## src/rtl/sjf_pkg.sv

```systemverilog
package sjf_pkg;

   localparam int MAX_PROCESSES_DEF = 16;

   localparam int BURST_W = 16;
   localparam int PID_W   = 5;
   localparam int TIME_W  = 20;
   localparam int WTOT_W  = 23;
   localparam int TTOT_W  = 24;
   localparam int ALU_W   = 24;

   typedef enum logic [3:0] {
      ST_LOAD,
      ST_SRD_X,
      ST_SLD_X,
      ST_SRD_Y,
      ST_SCMP,
      ST_SWB,
      ST_ERD,
      ST_EADD1,
      ST_EADD2,
      ST_EADD3,
      ST_EOUT
   } state_type;

   typedef enum logic {
      ALU_ADD,
      ALU_CMP
   } alu_op_type;

   typedef struct packed {
      alu_op_type       op;
      logic [ALU_W-1:0] a;
      logic [ALU_W-1:0] b;
   } alu_req_type;

   typedef struct packed {
      logic [ALU_W-1:0] sum;
      logic             gt;
   } alu_rsp_type;

endpackage

```

## src/rtl/sjf_ram.sv

```systemverilog
module sjf_ram #(
   parameter int WIDTH = 16,
   parameter int DEPTH = 16
) (
   input  logic                     clock,
   input  logic                     wr_en,
   input  logic [$clog2(DEPTH)-1:0] wr_addr,
   input  logic [WIDTH-1:0]         wr_data,
   input  logic [$clog2(DEPTH)-1:0] rd_addr,
   output logic [WIDTH-1:0]         rd_data
);

   logic [WIDTH-1:0] mem_ff [DEPTH];
   logic [WIDTH-1:0] rd_data_ff;

   always_ff @(posedge clock) begin
      if (wr_en) begin
         mem_ff[wr_addr] <= wr_data;
      end
      rd_data_ff <= mem_ff[rd_addr];
   end

   assign rd_data = rd_data_ff;

endmodule

```

## src/rtl/sjf_alu.sv

```systemverilog
module sjf_alu (
   input  sjf_pkg::alu_req_type req,
   output sjf_pkg::alu_rsp_type rsp
);
   import sjf_pkg::*;

   logic [ALU_W-1:0] b_op;
   logic [ALU_W:0]   full;

   always_comb begin
      b_op    = (req.op == ALU_CMP) ? ~req.b : req.b;
      full    = {1'b0, req.a} + {1'b0, b_op} + {{ALU_W{1'b0}}, (req.op == ALU_CMP)};
      rsp.sum = full[ALU_W-1:0];
      // carry out means a >= b; nonzero difference makes it strict
      rsp.gt  = full[ALU_W] && (full[ALU_W-1:0] != '0);
   end

endmodule

```

## src/rtl/sjf_schedule_wait_times.sv

```systemverilog
// channel  | direction | ports                                    | handshake
// req      | in        | req_burst_time, req_last                 | req_valid / req_stall
// rsp      | out       | rsp_process_id .. rsp_last_out           | rsp_valid / rsp_stall
//
// loading accepts one item per cycle; req_stall is low only while loading
// the sort reuses one adder/comparator: for each position x it reads and loads x,
// then reads and compares each later entry, then writes the smallest back to x
// each result then steps through a read, three adds and the output, held while rsp_stall is high
// synchronous reset clears the count, drop flag, sums and sequencer state
module sjf_schedule_wait_times #(
   parameter int MAX_PROCESSES = sjf_pkg::MAX_PROCESSES_DEF
) (
   input  logic                         clock,
   input  logic                         reset,
   input  logic                         req_valid,
   output logic                         req_stall,
   input  logic [sjf_pkg::BURST_W-1:0]  req_burst_time,
   input  logic                         req_last,
   output logic                         rsp_valid,
   input  logic                         rsp_stall,
   output logic [sjf_pkg::PID_W-1:0]    rsp_process_id,
   output logic [sjf_pkg::TIME_W-1:0]   rsp_wait_time,
   output logic [sjf_pkg::TIME_W-1:0]   rsp_turnaround_time,
   output logic [sjf_pkg::WTOT_W-1:0]   rsp_total_wait,
   output logic [sjf_pkg::TTOT_W-1:0]   rsp_total_turnaround,
   output logic                         rsp_dropped,
   output logic                         rsp_last_out
);
   import sjf_pkg::*;

   localparam int AW  = $clog2(MAX_PROCESSES);
   localparam int CW  = $clog2(MAX_PROCESSES + 1);
   localparam int IDW = AW;
   localparam int EW  = BURST_W + IDW;

   state_type state_ff, state_in;

   logic [CW-1:0]     cnt_ff;
   logic              ovf_ff;
   logic [AW-1:0]     x_ff, y_ff, k_ff;
   logic [EW-1:0]     cur_ff, ent_ff;
   logic [TIME_W-1:0] elapsed_ff, wt_ff, tat_ff;
   logic [WTOT_W-1:0] wtot_ff;
   logic [TTOT_W-1:0] ttot_ff;

   logic          wr_en;
   logic [AW-1:0] wr_addr, rd_addr;
   logic [EW-1:0] wr_data, rd_data;

   alu_req_type alu_req;
   alu_rsp_type alu_rsp;

   logic          req_take, rsp_take;
   logic          has_room;
   logic          x_end, y_end, k_end;
   logic [IDW:0]  pid_full;

   sjf_ram #(
      .WIDTH (EW),
      .DEPTH (MAX_PROCESSES)
   ) u_ram (
      .clock   (clock),
      .wr_en   (wr_en),
      .wr_addr (wr_addr),
      .wr_data (wr_data),
      .rd_addr (rd_addr),
      .rd_data (rd_data)
   );

   sjf_alu u_alu (
      .req (alu_req),
      .rsp (alu_rsp)
   );

   assign req_take = req_valid && !req_stall;
   assign rsp_take = rsp_valid && !rsp_stall;
   assign has_room = cnt_ff < CW'(MAX_PROCESSES);
   assign x_end    = (CW'(x_ff) + CW'(1)) == cnt_ff;
   assign y_end    = (CW'(y_ff) + CW'(1)) == cnt_ff;
   assign k_end    = (CW'(k_ff) + CW'(1)) == cnt_ff;

   // next state
   always_comb begin
      state_in = state_ff;
      unique case (state_ff)
         ST_LOAD:  if (req_take && req_last) state_in = ST_SRD_X;
         ST_SRD_X: state_in = ST_SLD_X;
         ST_SLD_X: state_in = x_end ? ST_ERD : ST_SRD_Y;
         ST_SRD_Y: state_in = ST_SCMP;
         ST_SCMP:  state_in = y_end ? ST_SWB : ST_SRD_Y;
         ST_SWB:   state_in = ST_SRD_X;
         ST_ERD:   state_in = ST_EADD1;
         ST_EADD1: state_in = ST_EADD2;
         ST_EADD2: state_in = ST_EADD3;
         ST_EADD3: state_in = ST_EOUT;
         ST_EOUT:  if (rsp_take) state_in = rsp_last_out ? ST_LOAD : ST_ERD;
         default:  state_in = ST_LOAD;
      endcase
   end

   // outputs and datapath controls
   always_comb begin
      req_stall = 1'b1;
      rsp_valid = 1'b0;
      wr_en     = 1'b0;
      wr_addr   = x_ff;
      wr_data   = cur_ff;
      rd_addr   = x_ff;
      alu_req   = '{op: ALU_ADD, a: '0, b: '0};
      unique case (state_ff)
         ST_LOAD: begin
            req_stall = 1'b0;
            wr_en     = req_take && has_room;
            wr_addr   = cnt_ff[AW-1:0];
            wr_data   = {cnt_ff[AW-1:0], req_burst_time};
         end
         ST_SRD_X: rd_addr = x_ff;
         ST_SRD_Y: rd_addr = y_ff;
         ST_SCMP: begin
            alu_req = '{op: ALU_CMP,
                        a: ALU_W'(cur_ff[BURST_W-1:0]),
                        b: ALU_W'(rd_data[BURST_W-1:0])};
            wr_en   = alu_rsp.gt;
            wr_addr = y_ff;
            wr_data = cur_ff;
         end
         ST_SWB: begin
            wr_en   = 1'b1;
            wr_addr = x_ff;
            wr_data = cur_ff;
         end
         ST_ERD: rd_addr = k_ff;
         ST_EADD1: alu_req = '{op: ALU_ADD, a: ALU_W'(elapsed_ff),
                               b: ALU_W'(rd_data[BURST_W-1:0])};
         ST_EADD2: alu_req = '{op: ALU_ADD, a: ALU_W'(wtot_ff), b: ALU_W'(wt_ff)};
         ST_EADD3: alu_req = '{op: ALU_ADD, a: ALU_W'(ttot_ff), b: ALU_W'(tat_ff)};
         ST_EOUT:  rsp_valid = 1'b1;
         default: ;
      endcase
   end

   always_ff @(posedge clock) begin
      if (reset) begin
         state_ff   <= ST_LOAD;
         cnt_ff     <= '0;
         ovf_ff     <= 1'b0;
         x_ff       <= '0;
         y_ff       <= '0;
         k_ff       <= '0;
         elapsed_ff <= '0;
         wtot_ff    <= '0;
         ttot_ff    <= '0;
      end else begin
         state_ff <= state_in;
         case (state_ff)
            ST_LOAD: begin
               if (req_take) begin
                  if (has_room) cnt_ff <= cnt_ff + CW'(1);
                  else          ovf_ff <= 1'b1;
               end
               x_ff <= '0;
            end
            ST_SLD_X: begin
               cur_ff     <= rd_data;
               y_ff       <= x_ff + AW'(1);
               k_ff       <= '0;
               elapsed_ff <= '0;
               wtot_ff    <= '0;
               ttot_ff    <= '0;
            end
            ST_SCMP: begin
               if (alu_rsp.gt) cur_ff <= rd_data;
               y_ff <= y_ff + AW'(1);
            end
            ST_SWB: x_ff <= x_ff + AW'(1);
            ST_EADD1: begin
               ent_ff     <= rd_data;
               wt_ff      <= elapsed_ff;
               tat_ff     <= TIME_W'(alu_rsp.sum);
               elapsed_ff <= TIME_W'(alu_rsp.sum);
            end
            ST_EADD2: wtot_ff <= WTOT_W'(alu_rsp.sum);
            ST_EADD3: ttot_ff <= TTOT_W'(alu_rsp.sum);
            ST_EOUT: begin
               if (rsp_take) begin
                  if (k_end) begin
                     cnt_ff     <= '0;
                     ovf_ff     <= 1'b0;
                     elapsed_ff <= '0;
                     wtot_ff    <= '0;
                     ttot_ff    <= '0;
                  end else begin
                     k_ff <= k_ff + AW'(1);
                  end
               end
            end
            default: ;
         endcase
      end
   end

   assign pid_full             = {1'b0, ent_ff[EW-1:BURST_W]} + (IDW+1)'(1);
   assign rsp_process_id       = PID_W'(pid_full);
   assign rsp_wait_time        = wt_ff;
   assign rsp_turnaround_time  = tat_ff;
   assign rsp_total_wait       = wtot_ff;
   assign rsp_total_turnaround = ttot_ff;
   assign rsp_dropped          = ovf_ff;
   assign rsp_last_out         = k_end;

endmodule

```

## config.mk

```make
export PLATFORM = sky130hd
export DESIGN_NAME = sjf_schedule_wait_times
export DESIGN_NICKNAME = d
export VERILOG_FILES = /design/src/rtl/sjf_pkg.sv /design/src/rtl/sjf_ram.sv /design/src/rtl/sjf_alu.sv /design/src/rtl/sjf_schedule_wait_times.sv
export SDC_FILE = /design/constraint.sdc
export NUM_CORES = 1
export LEC_CHECK = 0
export BUFFER_PORTS_ARGS = -buffer_cell sky130_fd_sc_hd__clkbuf_2
export CELL_PAD_IN_SITES_DETAIL_PLACEMENT = 1
export CELL_PAD_IN_SITES_GLOBAL_PLACEMENT = 1
export CORE_ASPECT_RATIO = 1.2
export CORE_MARGIN = 1.5
export CORE_UTILIZATION = 32
export CTS_CLUSTER_SIZE = 14
export DETAILED_ROUTE_END_ITERATION = 10
export PLACE_DENSITY = 0.66
export SYNTH_ARGS = -nofsm -noshare
export SYNTH_HDL_FRONTEND = slang
export SYNTH_SLANG_ARGS = --single-unit
```

## constraint.sdc

```tcl
create_clock -name clock -period 7.2 [get_ports clock]
set_clock_uncertainty 0.1 [all_clocks]
set_input_delay 0.36 -clock clock [delete_from_list [all_inputs] [get_ports clock]]
set_output_delay 0.36 -clock clock [all_outputs]
set_load 0.03 [all_outputs]
```

==> reports/results.txt, run 1 <==
fillcell total: 7339
CTS Root Cell: clkbuf_16
CP Cell Sequence: or3b_1, nor2_1, a21oi_1, o21ai_0, ha_1, a21o_1, a221oi_2, o21a_2, xnor2_1, or4_1, nor4_2, nand4b_2, o31ai_4, buf_4, a211oi_4, buf_4
Post-synth EDFFs: 384
Port-buffer cells: 116
IO Count: 117
status: finished, final reports clean
Yosys top cell area share: 52.49%
Compound-Gate Fraction of Synth Area: 16.66%
clock transition at the registers of the reported paths: 0.06 ns
post-synthesis average cell area: 11.64 µm²
leading area contributor after synthesis: edfxtp_1
M1 GR Usage: 24.22%
syn nets: 1937
Synth Register Bits: 493
Post-Synth XOR/XNOR Area: 1.356%
Worst Path Max Fanout: 20
pwr dens: 255.2 nW/µm²
H-tree depth: 2
Final Non-Filler Cells: 2915
main flop type after synthesis: edfxtp_1
total track usage: 18.59%
Initial Utilization: 32.22%
Remaining DRCs: 0
critical path class: flip-flop to flip-flop
RSZ-0062 raised after global routing: no
final wirelength: 66450 µm
initial antenna violation count: 0
WHS Path Cells: 3
TritonCTS clock tree: yes
synth top area cells: edfxtp_1 52%, dfxtp_1 9.9%, nand2_1 4.6%, a211oi_1 3.9%, a21oi_1 2.6%
Reg2Reg Depth: 16
DRT iter0 DRCs: 1040
Pleak: 0.008771 µW
worst skew pair latency: 0.61 ns
Die Wd: 242.2 µm
fin crit share: 86.06%
Cell variety after synth: 81
count leader, synth: edfxtp_1
Simple-Gate Fraction of Synth Area: 12.86%
die height: 290.0 µm
Vias/cell: 5.448
DRT Pass-1 Iters: 5
met2 Use GR: 32.21%
critical path startpoint category: flip-flop
sequential fraction of the synthesis area: 62.43%
Ant. Diodes: 0
Slew Limit Fails: 0
Syn Inst Count: 1887
final hold vios: 0
CTS Buffer Depth: 3
Worst Max-Slew Pin Slew: 1.215 ns
Setup crit end kind: flip-flop
cell family with most CP delay: simple AND/OR/NAND/NOR gates
VDD IR-drop max: 0.1805 mV
HPWL after DPL: 44300 µm
final-stage net count: 2012
gpl congestion: 0.8967
share of cells above drive strength 1: 14.11%
via count: 15880
first-pass GRT wire length: 101900 µm
largest family of logic cells by synthesized area: compound AO/OA/AOI/OAI gates
fraction of registers with async set or reset after synthesis: 0%
Commonest cells post-synth: 384 x edfxtp_1, 271 x nand2_1, 144 x nor2_1
Final Critical Period: 6.196 ns
Die Footprint: 70230 µm²
CTS Buf Count: 52
busiest grt layer: met2
Worst EP arrival: 6.42 ns
Top cell by count, worst path: buf_4
Worst Hold Class: primary input to flip-flop
Max Cap Viol: 0
Stages on worst setup path: 16
# clock sinks: 493
CP max-delay cell: or3b_1
number of global-route vias before repair: 16490
row cnt: 105
setup violators final: 0
post-CTS setup buffer count: 0
Detail Route Antenna Nets: 0
Adder-Cell Fraction of Synth Area: 1.686%
CP required: 7.43 ns
Max Freq: 0.1614 GHz
largest net degree at the start of global routing: 161
dpl cells: 2816
drt wl/cell: 22.80 µm
synth warn: 0
M3 GR Usage: 2.599%
Netlist Area Pre-Place: 21970 µm²
CP max stage delay: 0.76 ns
Core ar.: 68180 µm²
CP Buf/Inv Count: 2
Slew HR: 18.71%
final setup TNS: 0 ns
Area growth syn-to-layout: 15.39%
global route total overflow: 0
share of synthesized area spent on multiplexers: 2.472%
[where the power goes]
group	switching (µW)	total (µW)	internal (µW)	leakage [µW]
Combinational	418	556	138	0.00359
Clock	1130	2590	1460	0.000806
Sequential	54.6	3320	3270	0.00438
[sequential cells by signal (all words and copies together) (netlist names)]
register,count
u_ram.mem_ff,320
rsp_total_turnaround,24
rsp_total_wait,23
cur_ff,20
elapsed_ff,20
rsp_turnaround_time,20
rsp_wait_time,20
u_ram.rd_data,20
cnt_ff,5
ent_ff,4
k_ff,4
state_ff,4
x_ff,4
y_ff,4
rsp_dropped,1
[through the flow]
stage	worst slack [ns]	util [%]	cell area (µm²)	hold WS (ns)	total power (µW)
after floorplan	0.8381	-	21970	0.3037	3684
after global placement	1.276	34.73	23680	0.3206	3926
after detailed placement	1.108	34.73	23680	0.3258	3943
after CTS	1.069	37.17	25350	0.05158	6537
after global routing	0.6182	37.17	25350	0.07812	6692
final	1.004	37.17	25350	0.06866	6470
[worst min-delay path: stages]
cell	delay (ns)
clkbuf_2	0.14
nand2_1	0.12
a31oi_1	0.09
[cell families (layout without fill, tap and decap cells)]
logic type	count (synthesis)	in the layout
AOI/OAI and AO/OA	524	524
xor gates and xnor gates	34	34
adders and majority gates	29	29
buffers and inverters	143	262
DFF	493	493
muxes	54	54
and+or+nand+nor	610	610
[placed cells by master, fill, tap and decap left out, drive strengths merged, types with 5 or more instances in the layout]
cell type	netlist	final
nand3b	6	6
and2	91	91
o31ai	5	5
nand4	12	12
nand2	271	271
a311oi	43	43
buf	24	39
xnor2	18	18
edfxtp	384	384
a221o	17	17
a21oi	115	115
xor2	16	16
nor2b	8	8
o21ai	53	53
a22oi	70	70
a31oi	44	44
clkinv	0	20
ha	28	28
or3	6	6
a211oi	114	114
and3	19	19
inv	9	10
clkbuf	110	189
or2	5	5
nand2b	5	5
o21bai	6	6
dfxtp	109	109
nor2	145	145
nor3	7	7
o21a	6	6
nand3	16	16
a21o	13	13
o211ai	7	7
mux2i	52	52
a221oi	6	6
[area by class of cell]
type	count	area, µm²	area share [%]
Sequential cell	493	13720	54.12
Multi-Input combinational cell	1251	7904	31.18
Clock buffer	74	1465	5.780
Tap cell	909	1137	4.487
Timing Repair Buffer	155	900.9	3.554
Clock inverter	24	188.9	0.7454
Inverter	9	33.78	0.1333
[path summary, 6_finish.rpt]
check	start	slack (ns)	endpoint
worst max-delay path	state_ff[3]$_SDFFE_PP0P_	1.00	u_ram.mem_ff[12][3]$_DFFE_PP_
worst min-delay path	rsp_stall	0.07	state_ff[3]$_SDFFE_PP0P_
worst max register to register	state_ff[3]$_SDFFE_PP0P_	1.00	u_ram.mem_ff[12][3]$_DFFE_PP_
worst min register to register	u_ram.rd_data[16]$_DFF_P_	0.34	cur_ff[16]$_DFFE_PP_
[timing repair]
action / in CTS / in global routing
hold endpoints to repair: 1 / 0
hold buffers: 1 / 0
gates resized for setup: 0 / 0
[metal layers]
| layer | vias to the layer above | routed length, µm |
|---|---|---|
| met5 | - | 0 |
| met4 | 0 | 1477 |
| met3 | 95 | 2845 |
| met2 | 351 | 33000 |
| met1 | 8171 | 29130 |
| li1 | 7264 | - |
Power figures use the tool's default switching activity.
==> run 2, diff against run 1 <==
--- a/config.mk
+++ b/config.mk
@@ -5,6 +5,7 @@
 export SDC_FILE = /design/constraint.sdc
 export NUM_CORES = 1
 export LEC_CHECK = 0
+export ABC_AREA = 1
 export BUFFER_PORTS_ARGS = -buffer_cell sky130_fd_sc_hd__clkbuf_2
 export CELL_PAD_IN_SITES_DETAIL_PLACEMENT = 1
 export CELL_PAD_IN_SITES_GLOBAL_PLACEMENT = 1
@@ -13,7 +14,7 @@
 export CORE_UTILIZATION = 32
 export CTS_CLUSTER_SIZE = 14
 export DETAILED_ROUTE_END_ITERATION = 10
-export PLACE_DENSITY = 0.66
+export PLACE_DENSITY = 0.68
 export SYNTH_ARGS = -nofsm -noshare
 export SYNTH_HDL_FRONTEND = slang
 export SYNTH_SLANG_ARGS = --single-unit
==> run 2 against run 1 <==
Maximum frequency up 14%. Design area up 0.28%. First-iteration DRC count down 3.9%. Worst hold slack better by 0.040 ns. Highest routed layer unchanged.
==> reports/results.txt, run 2 <==
DRT iter0 DRCs: 999 (was 1040)
H-tree depth: 2 (unchanged)
share of cells above drive strength 1: 12.96% (was 14.11%)
Worst Max-Slew Pin Slew: 1.229 ns (was 1.215 ns)
most frequent cells in the layout: 517 x nand2_1, 384 x edfxtp_1, 258 x a21oi_1 (was 384 x edfxtp_1, 270 x nand2_1, 142 x nor2_1)
status: finished, final reports clean (unchanged)
dpl cells: 3190 (was 2816)
synth warn: 0 (unchanged)
synth top area cells: edfxtp_1 52%, dfxtp_1 9.9%, nand2_1 8.8%, a21oi_1 6.1%, inv_1 4.2% (was edfxtp_1 52%, dfxtp_1 9.9%, nand2_1 4.6%, a211oi_1 3.9%, a21oi_1 2.6%)
CP max-delay cell: nor2_4 (was or3b_1)
CTS Root Cell: clkbuf_16 (unchanged)
Detail Route Antenna Nets: 0 (unchanged)
Max Cap Viol: 0 (unchanged)
fillcell total: 7751 (was 7339)
Vias/cell: 5.087 (was 5.448)
CTS Buf Count: 51 (was 52)
setup violators final: 0 (unchanged)
number of global-route vias before repair: 17400 (was 16490)
Worst Path Max Fanout: 26 (was 20)
Remaining DRCs: 0 (unchanged)
Area growth syn-to-layout: 14.92% (was 15.39%)
pwr dens: 245.9 nW/µm² (was 255.2 nW/µm²)
clock transition at the registers of the reported paths: 0.06 ns (about the same)
Syn Inst Count: 2233 (was 1887)
post-synthesis average cell area: 9.905 µm² (was 11.64 µm²)
HPWL after DPL: 47530 µm (was 44300 µm)
cell family with most CP delay: simple AND/OR/NAND/NOR gates (unchanged)
largest family of logic cells by synthesized area: simple AND/OR/NAND/NOR gates (was compound AO/OA/AOI/OAI gates)
Simple-Gate Fraction of Synth Area: 14.82% (was 12.86%)
max FFs per register: 320 (unchanged)
total track usage: 19.76% (was 18.59%)
count leader, synth: nand2_1 (was edfxtp_1)
critical path startpoint category: flip-flop (unchanged)
final instance area: 25420 µm² (was 25350 µm²)
commonest non-fill, non-tap cell in the layout: nand2_1 (was edfxtp_1)
Worst EP arrival: 5.64 ns (was 6.42 ns)
final-stage net count: 2384 (was 2012)
via count: 16710 (was 15880)
final wirelength: 70350 µm (was 66450 µm)
Die Wd: 243.0 µm (was 242.2 µm)
Place WS: 1.762 ns (was 1.108 ns)
first-pass GRT wire length: 107200 µm (was 101900 µm)
share of synthesized area spent on multiplexers: 0% (was 2.472%)
gpl congestion: 0.8698 (was 0.8967)
Final Critical Period: 5.436 ns (was 6.196 ns)
RSZ-0062 raised after global routing: no (unchanged)
CP max stage delay: 0.61 ns (was 0.76 ns)
drt wl/cell: 21.42 µm (was 22.80 µm)
syn nets: 2283 (was 1937)
CP required: 7.40 ns (was 7.43 ns)
CTS Buffer Depth: 3 (unchanged)
worst skew pair latency: 0.63 ns (was 0.61 ns)
IO Count: 117 (unchanged)
Core ar.: 68320 µm² (was 68180 µm²)
Post-synth EDFFs: 384 (unchanged)
leading area contributor after synthesis: edfxtp_1 (unchanged)
Port-buffer cells: 116 (unchanged)
Placed Area: 23810 µm² (was 23680 µm²)
fraction of registers with async set or reset after synthesis: 0% (unchanged)
fin crit share: 75.49% (was 86.06%)
TritonCTS clock tree: yes (unchanged)
final setup TNS: 0 ns (unchanged)
main flop type after synthesis: edfxtp_1 (unchanged)
row cnt: 105 (unchanged)
Slew Limit Fails: 0 (unchanged)
sequential fraction of the synthesis area: 62.00% (was 62.43%)
Yosys top cell area share: 52.14% (was 52.49%)
CP Buf/Inv Count: 5 (was 2)
Worst Hold Class: primary input to flip-flop (unchanged)
global route total overflow: 0 (unchanged)
Ant. Diodes: 0 (unchanged)
Synth Register Bits: 493 (unchanged)
Biggest register: u_ram.mem_ff (unchanged)
post-CTS setup buffer count: 0 (unchanged)
final hold vios: 0 (unchanged)
fin util: 37.21% (was 37.17%)
Compound-Gate Fraction of Synth Area: 13.78% (was 16.66%)
largest net degree at the start of global routing: 173 (was 161)
Slew HR: 17.98% (was 18.71%)
VDD IR-drop max: 0.1815 mV (was 0.1805 mV)
Post-Synth XOR/XNOR Area: 1.143% (was 1.356%)
Max Freq: 0.1840 GHz (was 0.1614 GHz)
CP Cell Sequence: inv_2, nor2_2, inv_2, nor2_4, buf_4, buf_4, a221oi_1, a21oi_1, ha_1, a21oi_1, nand2_1, a21oi_1, nand2_1, xor2_1, nor2_1, nand3_1, nor2_1, nand2_1, nor2_2, nand3_2, nand2_4, a21oi_2, buf_4 (was or3b_1, nor2_1, a21oi_1, o21ai_0, ha_1, a21o_1, a221oi_2, o21a_2, xnor2_1, or4_1, nor4_2, nand4b_2, o31ai_4, buf_4, a211oi_4, buf_4)
DRT Pass-1 Iters: 5 (unchanged)
post-CTS sizing: 0 (unchanged)
final worst setup slack: 1.764 ns (was 1.004 ns)
Setup crit end kind: flip-flop (unchanged)
Final Non-Filler Cells: 3285 (was 2915)
initial antenna violation count: 0 (unchanged)
Initial Utilization: 32.38% (was 32.22%)
die height: 291.0 µm (was 290.0 µm)
# clock sinks: 493 (unchanged)
Die Footprint: 70710 µm² (was 70230 µm²)
Netlist Area Pre-Place: 22120 µm² (was 21970 µm²)
Pleak: 0.009829 µW (was 0.008771 µW)
Adder-Cell Fraction of Synth Area: 1.674% (was 1.686%)
critical path class: flip-flop to flip-flop (unchanged)
hold buffer count at cts: 0 (was 1)
Commonest cells post-synth: 517 x nand2_1, 384 x edfxtp_1, 268 x a21oi_1 (was 384 x edfxtp_1, 271 x nand2_1, 144 x nor2_1)
Cell variety after synth: 49 (was 81)
## run 2: cell count changes after synthesis, sizes merged, moves of 42 or more
cell    change
mux2i      -52
a311oi     -43
clkbuf     -42
a21oi     +164
a31oi      -43
nand2     +266
a211oi    -108
and2       -90
nand3      +92
a22oi      -63
inv       +249
o21ai      +95
nor2       -47
## run 2: path summary, 6_finish.rpt
| path | start | end | slack, ns | cells past startpoint |
|---|---|---|---|---|
| max | state_ff[3]$_SDFFE_PP0P_ | u_ram.mem_ff[13][2]$_DFFE_PP_ | 1.76 | 23 |
| min | rsp_stall | k_ff[3]$_SDFFE_PP0P_ | 0.11 | 4 |
| max reg2reg | state_ff[3]$_SDFFE_PP0P_ | u_ram.mem_ff[13][2]$_DFFE_PP_ | 1.76 | 23 |
| min reg2reg | u_ram.rd_data[19]$_DFF_P_ | ent_ff[19]$_DFFE_PP_ | 0.34 | 0 |
## run 2: report_power, final
| group | switching [µW] | total (µW) | internal, µW |
|---|---|---|---|
| logic | 306 | 390 | 84.6 |
| clock network | 1150 | 2570 | 1420 |
| registers | 52.8 | 3280 | 3230 |
| total | 1510 | 6250 | 4740 |
## run 2: layout make-up
cell class	instances	area [µm²]	area share (%)
clock buffer	69	1374	5.405
timing repair buffer	161	930.9	3.662
tap	909	1137	4.475
inverter	258	968.4	3.810
multi-input combinational	1369	7059	27.77
clock inverter	26	234.0	0.9205
sequential	493	13710	53.95
## run 2: cells by family after synthesis
group,Yosys count
simple gates,780
compound gates,535
xor+xnor,25
flops,493
buf+inv,371
fa+ha+maj,29
## run 2: per-layer routing
layer	track usage, %	vias up	part of all wire, %
met5	0	-	0
met4	6.120	0	2.7
met3	2.379	117	3.2
met2	36.13	316	52
met1	24.07	8407	42
li1	-	7871	-
## run 2: through the flow
stage               power (µW)  hold WS, ns
detailed placement        3740       0.3328
global placement          3720       0.3257
global route              6454       0.1202
finish                    6249       0.1084
floorplan                 3549       0.3037
CTS                       6312      0.06989
## run 2: worst register-to-register path: stages (launching register included)
cell and delay (ns):
dfxtp_1 0.45, inv_2 0.08, nor2_2 0.21, inv_2 0.12, nor2_4 0.61, buf_4 0.37
buf_4 0.19, a221oi_1 0.08, a21oi_1 0.17, ha_1 0.31, a21oi_1 0.30, nand2_1 0.10
a21oi_1 0.13, nand2_1 0.14, xor2_1 0.40, nor2_1 0.10, nand3_1 0.09, nor2_1 0.05
nand2_1 0.08, nor2_2 0.04, nand3_2 0.07, nand2_4 0.18, a21oi_2 0.40, buf_4 0.36
==> run 3, diff against run 2 <==
--- a/config.mk
+++ b/config.mk
@@ -14,7 +14,7 @@
 export CORE_UTILIZATION = 32
 export CTS_CLUSTER_SIZE = 14
 export DETAILED_ROUTE_END_ITERATION = 10
-export PLACE_DENSITY = 0.68
+export PLACE_DENSITY = 0.7
 export SYNTH_ARGS = -nofsm -noshare
 export SYNTH_HDL_FRONTEND = slang
 export SYNTH_SLANG_ARGS = --single-unit
==> constraint.sdc (replaced) <==
create_clock -name clock -period 4.5 [get_ports clock]
set_clock_uncertainty 0.1 [all_clocks]
set_input_delay 0.225 -clock clock [delete_from_list [all_inputs] [get_ports clock]]
set_output_delay 0.225 -clock clock [all_outputs]
set_load 0.03 [all_outputs]
==> run 3 against run 2 <==
First-iteration DRC count is 22% higher. Clock power is 78% higher. Worst hold slack worse by 0.059 ns. Utilization is 2.4 points higher. Routed wire length is 4.2% higher. Non-clock buffer count increased by 67. Die area unchanged. Worst setup slack lost 1.6 ns. Final cell count grew 2.3%. Sequential cell count is the same. Global-route usage rose by 0.26 points. Critical path type unchanged. Largest cell class unchanged.
==> reports/results.txt, run 3 (synthesis results as in run 2) <==
Vias/cell: 5.119 (was 5.087)
die height: 291.0 µm (unchanged)
VDD IR-drop max: 0.3736 mV (was 0.1815 mV)
share of cells above drive strength 1: 17.25% (was 12.96%)
Setup crit end kind: flip-flop (unchanged)
pwr dens: 390.2 nW/µm² (was 245.9 nW/µm²)
Slew Limit Fails: 0 (unchanged)
Remaining DRCs: 0 (unchanged)
final wirelength: 73270 µm (was 70350 µm)
TritonCTS clock tree: yes (unchanged)
clock transition at the registers of the reported paths: 0.07 ns (was 0.06 ns)
cell family with most CP delay: buffers and inverters (was simple AND/OR/NAND/NOR gates)
Die Footprint: 70710 µm² (unchanged)
# clock sinks: 493 (unchanged)
Detail Route Antenna Nets: 0 (unchanged)
max FFs per register: 320 (unchanged)
total track usage: 20.02% (was 19.76%)
setup violators final: 0 (unchanged)
Top cell by count, worst path: nand2_1
DRT Pass-1 Iters: 5 (unchanged)
final hold slack: 0.04968 ns (was 0.1084 ns)
drt wl/cell: 21.80 µm (was 21.42 µm)
HPWL after DPL: 48770 µm (was 47530 µm)
Slew HR: 30.26% (was 17.98%)
fin crit share: 96.08% (was 75.49%)
number of global-route vias before repair: 18220 (was 17400)
Worst Max-Slew Pin Slew: 1.045 ns (was 1.229 ns)
final worst setup slack: 0.1763 ns (was 1.764 ns)
Core ar.: 68320 µm² (unchanged)
CP max stage delay: 0.39 ns (was 0.61 ns)
Place WS: -0.3389 ns (was 1.762 ns)
Ant. Diodes: 0 (unchanged)
Final Critical Period: 4.324 ns (was 5.436 ns)
Max Cap Viol: 0 (unchanged)
Biggest register: u_ram.mem_ff (unchanged)
worst skew pair latency: 0.63 ns (about the same)
H-tree depth: 2 (unchanged)
final hold vios: 0 (unchanged)
status: finished, final reports clean (unchanged)
CP max-delay cell: dfxtp_2 (was nor2_4)
final-stage net count: 2461 (was 2384)
CP Buf/Inv Count: 9 (was 5)
CTS Buffer Depth: 3 (unchanged)
Max Freq: 0.2313 GHz (was 0.1840 GHz)
Worst Hold Class: primary input to flip-flop (unchanged)
via count: 17210 (was 16710)
commonest non-fill, non-tap cell in the layout: nand2_1 (unchanged)
row cnt: 105 (unchanged)
Pleak: 0.01046 µW (was 0.009829 µW)
first-pass GRT wire length: 109900 µm (was 107200 µm)
critical path class: flip-flop to flip-flop (unchanged)
initial antenna violation count: 0 (unchanged)
Worst EP arrival: 4.61 ns (was 5.64 ns)
critical path startpoint category: flip-flop (unchanged)
Port-buffer cells: 116 (unchanged)
Final Non-Filler Cells: 3361 (was 3285)
CTS Root Cell: clkbuf_16 (unchanged)
gpl congestion: 0.9068 (was 0.8698)
CP required: 4.79 ns (was 7.40 ns)
Worst Path Max Fanout: 11 (was 26)
IO Count: 117 (unchanged)
Die Wd: 243.0 µm (unchanged)
DRT iter0 DRCs: 1223 (was 999)
most frequent cells in the layout: 514 x nand2_1, 384 x edfxtp_1, 250 x a21oi_1 (was 517 x nand2_1, 384 x edfxtp_1, 258 x a21oi_1)
dpl cells: 3224 (was 3190)
CTS Buf Count: 51 (unchanged)
Initial Utilization: 32.38% (unchanged)
largest net degree at the start of global routing: 115 (was 173)
Area growth syn-to-layout: 22.39% (was 14.92%)
global route total overflow: 0 (unchanged)
run 3: repair_timing:
| action | in CTS | in global routing |
|---|---|---|
| setup endpoints to repair | 256 | 331 |
| gates resized for setup | 18 | 40 |
| cloned | 7 | 7 |
| pin swaps | 8 | 20 |
| hold buffers | 3 | 0 |
| buffers inserted | 3 | 23 |
| hold endpoints to repair | 25 | 0 |
run 3: worst paths after layout:
kind	start	endpoint	slack, ns	depth (start not counted)
worst min-delay path	req_last	state_ff[1]$_SDFFE_PP0P_	0.05	5
worst max register to register	state_ff[3]$_SDFFE_PP0P_	u_ram.mem_ff[12][5]$_DFFE_PP_	0.18	26
worst max-delay path	state_ff[3]$_SDFFE_PP0P_	u_ram.mem_ff[12][5]$_DFFE_PP_	0.18	26
worst min register to register	u_ram.rd_data[11]$_DFF_P_	cur_ff[11]$_DFFE_PP_	0.34	0
run 3: per-layer routing:
layer,global-route usage (%),part of all wire [%],up-vias
li1,-,-,8060
met1,24.09,40,8654
met2,36.48,53,369
met3,2.342,3.3,122
met4,7.347,3.4,0
met5,0,0,-
run 3: tightest hold or removal path: cells and delay by family:
kind | cells | cell delay [ns]
compound gates | 1 | 0.11
buf+inv | 1 | 0.08
simple gates | 3 | 0.31
run 3: area by class of cell:
| type | count | area, µm² |
|---|---|---|
| sequential | 493 | 13720 |
| fill | 7660 | 41250 |
| tap | 909 | 1137 |
| inverter | 258 | 968.4 |
| clock buffer | 61 | 1365 |
| multi-input combinational | 1379 | 7470 |
| clock inverter | 33 | 427.9 |
| timing repair buffer | 228 | 1983 |
run 3: stage by stage:
stage                     instance area [µm²]  power (µW)  TNS (ns)  utilization, %
final                                   27070       10560         0           39.62
after detailed placement                24370        6044    -51.40           35.67
after CTS                               26400       10610   -0.4313           38.64
after global placement                  24370        5999    -19.07           35.67
after floorplan                         22190        5686    -37.16               -
after global routing                    27070       10860    -7.360           39.62
run 3: report_power, final:
part	switching [µW]	internal (µW)	total [µW]
Sequential	78.6	5170	5250
Combinational	575	170	745
Clock	1920	2650	4570
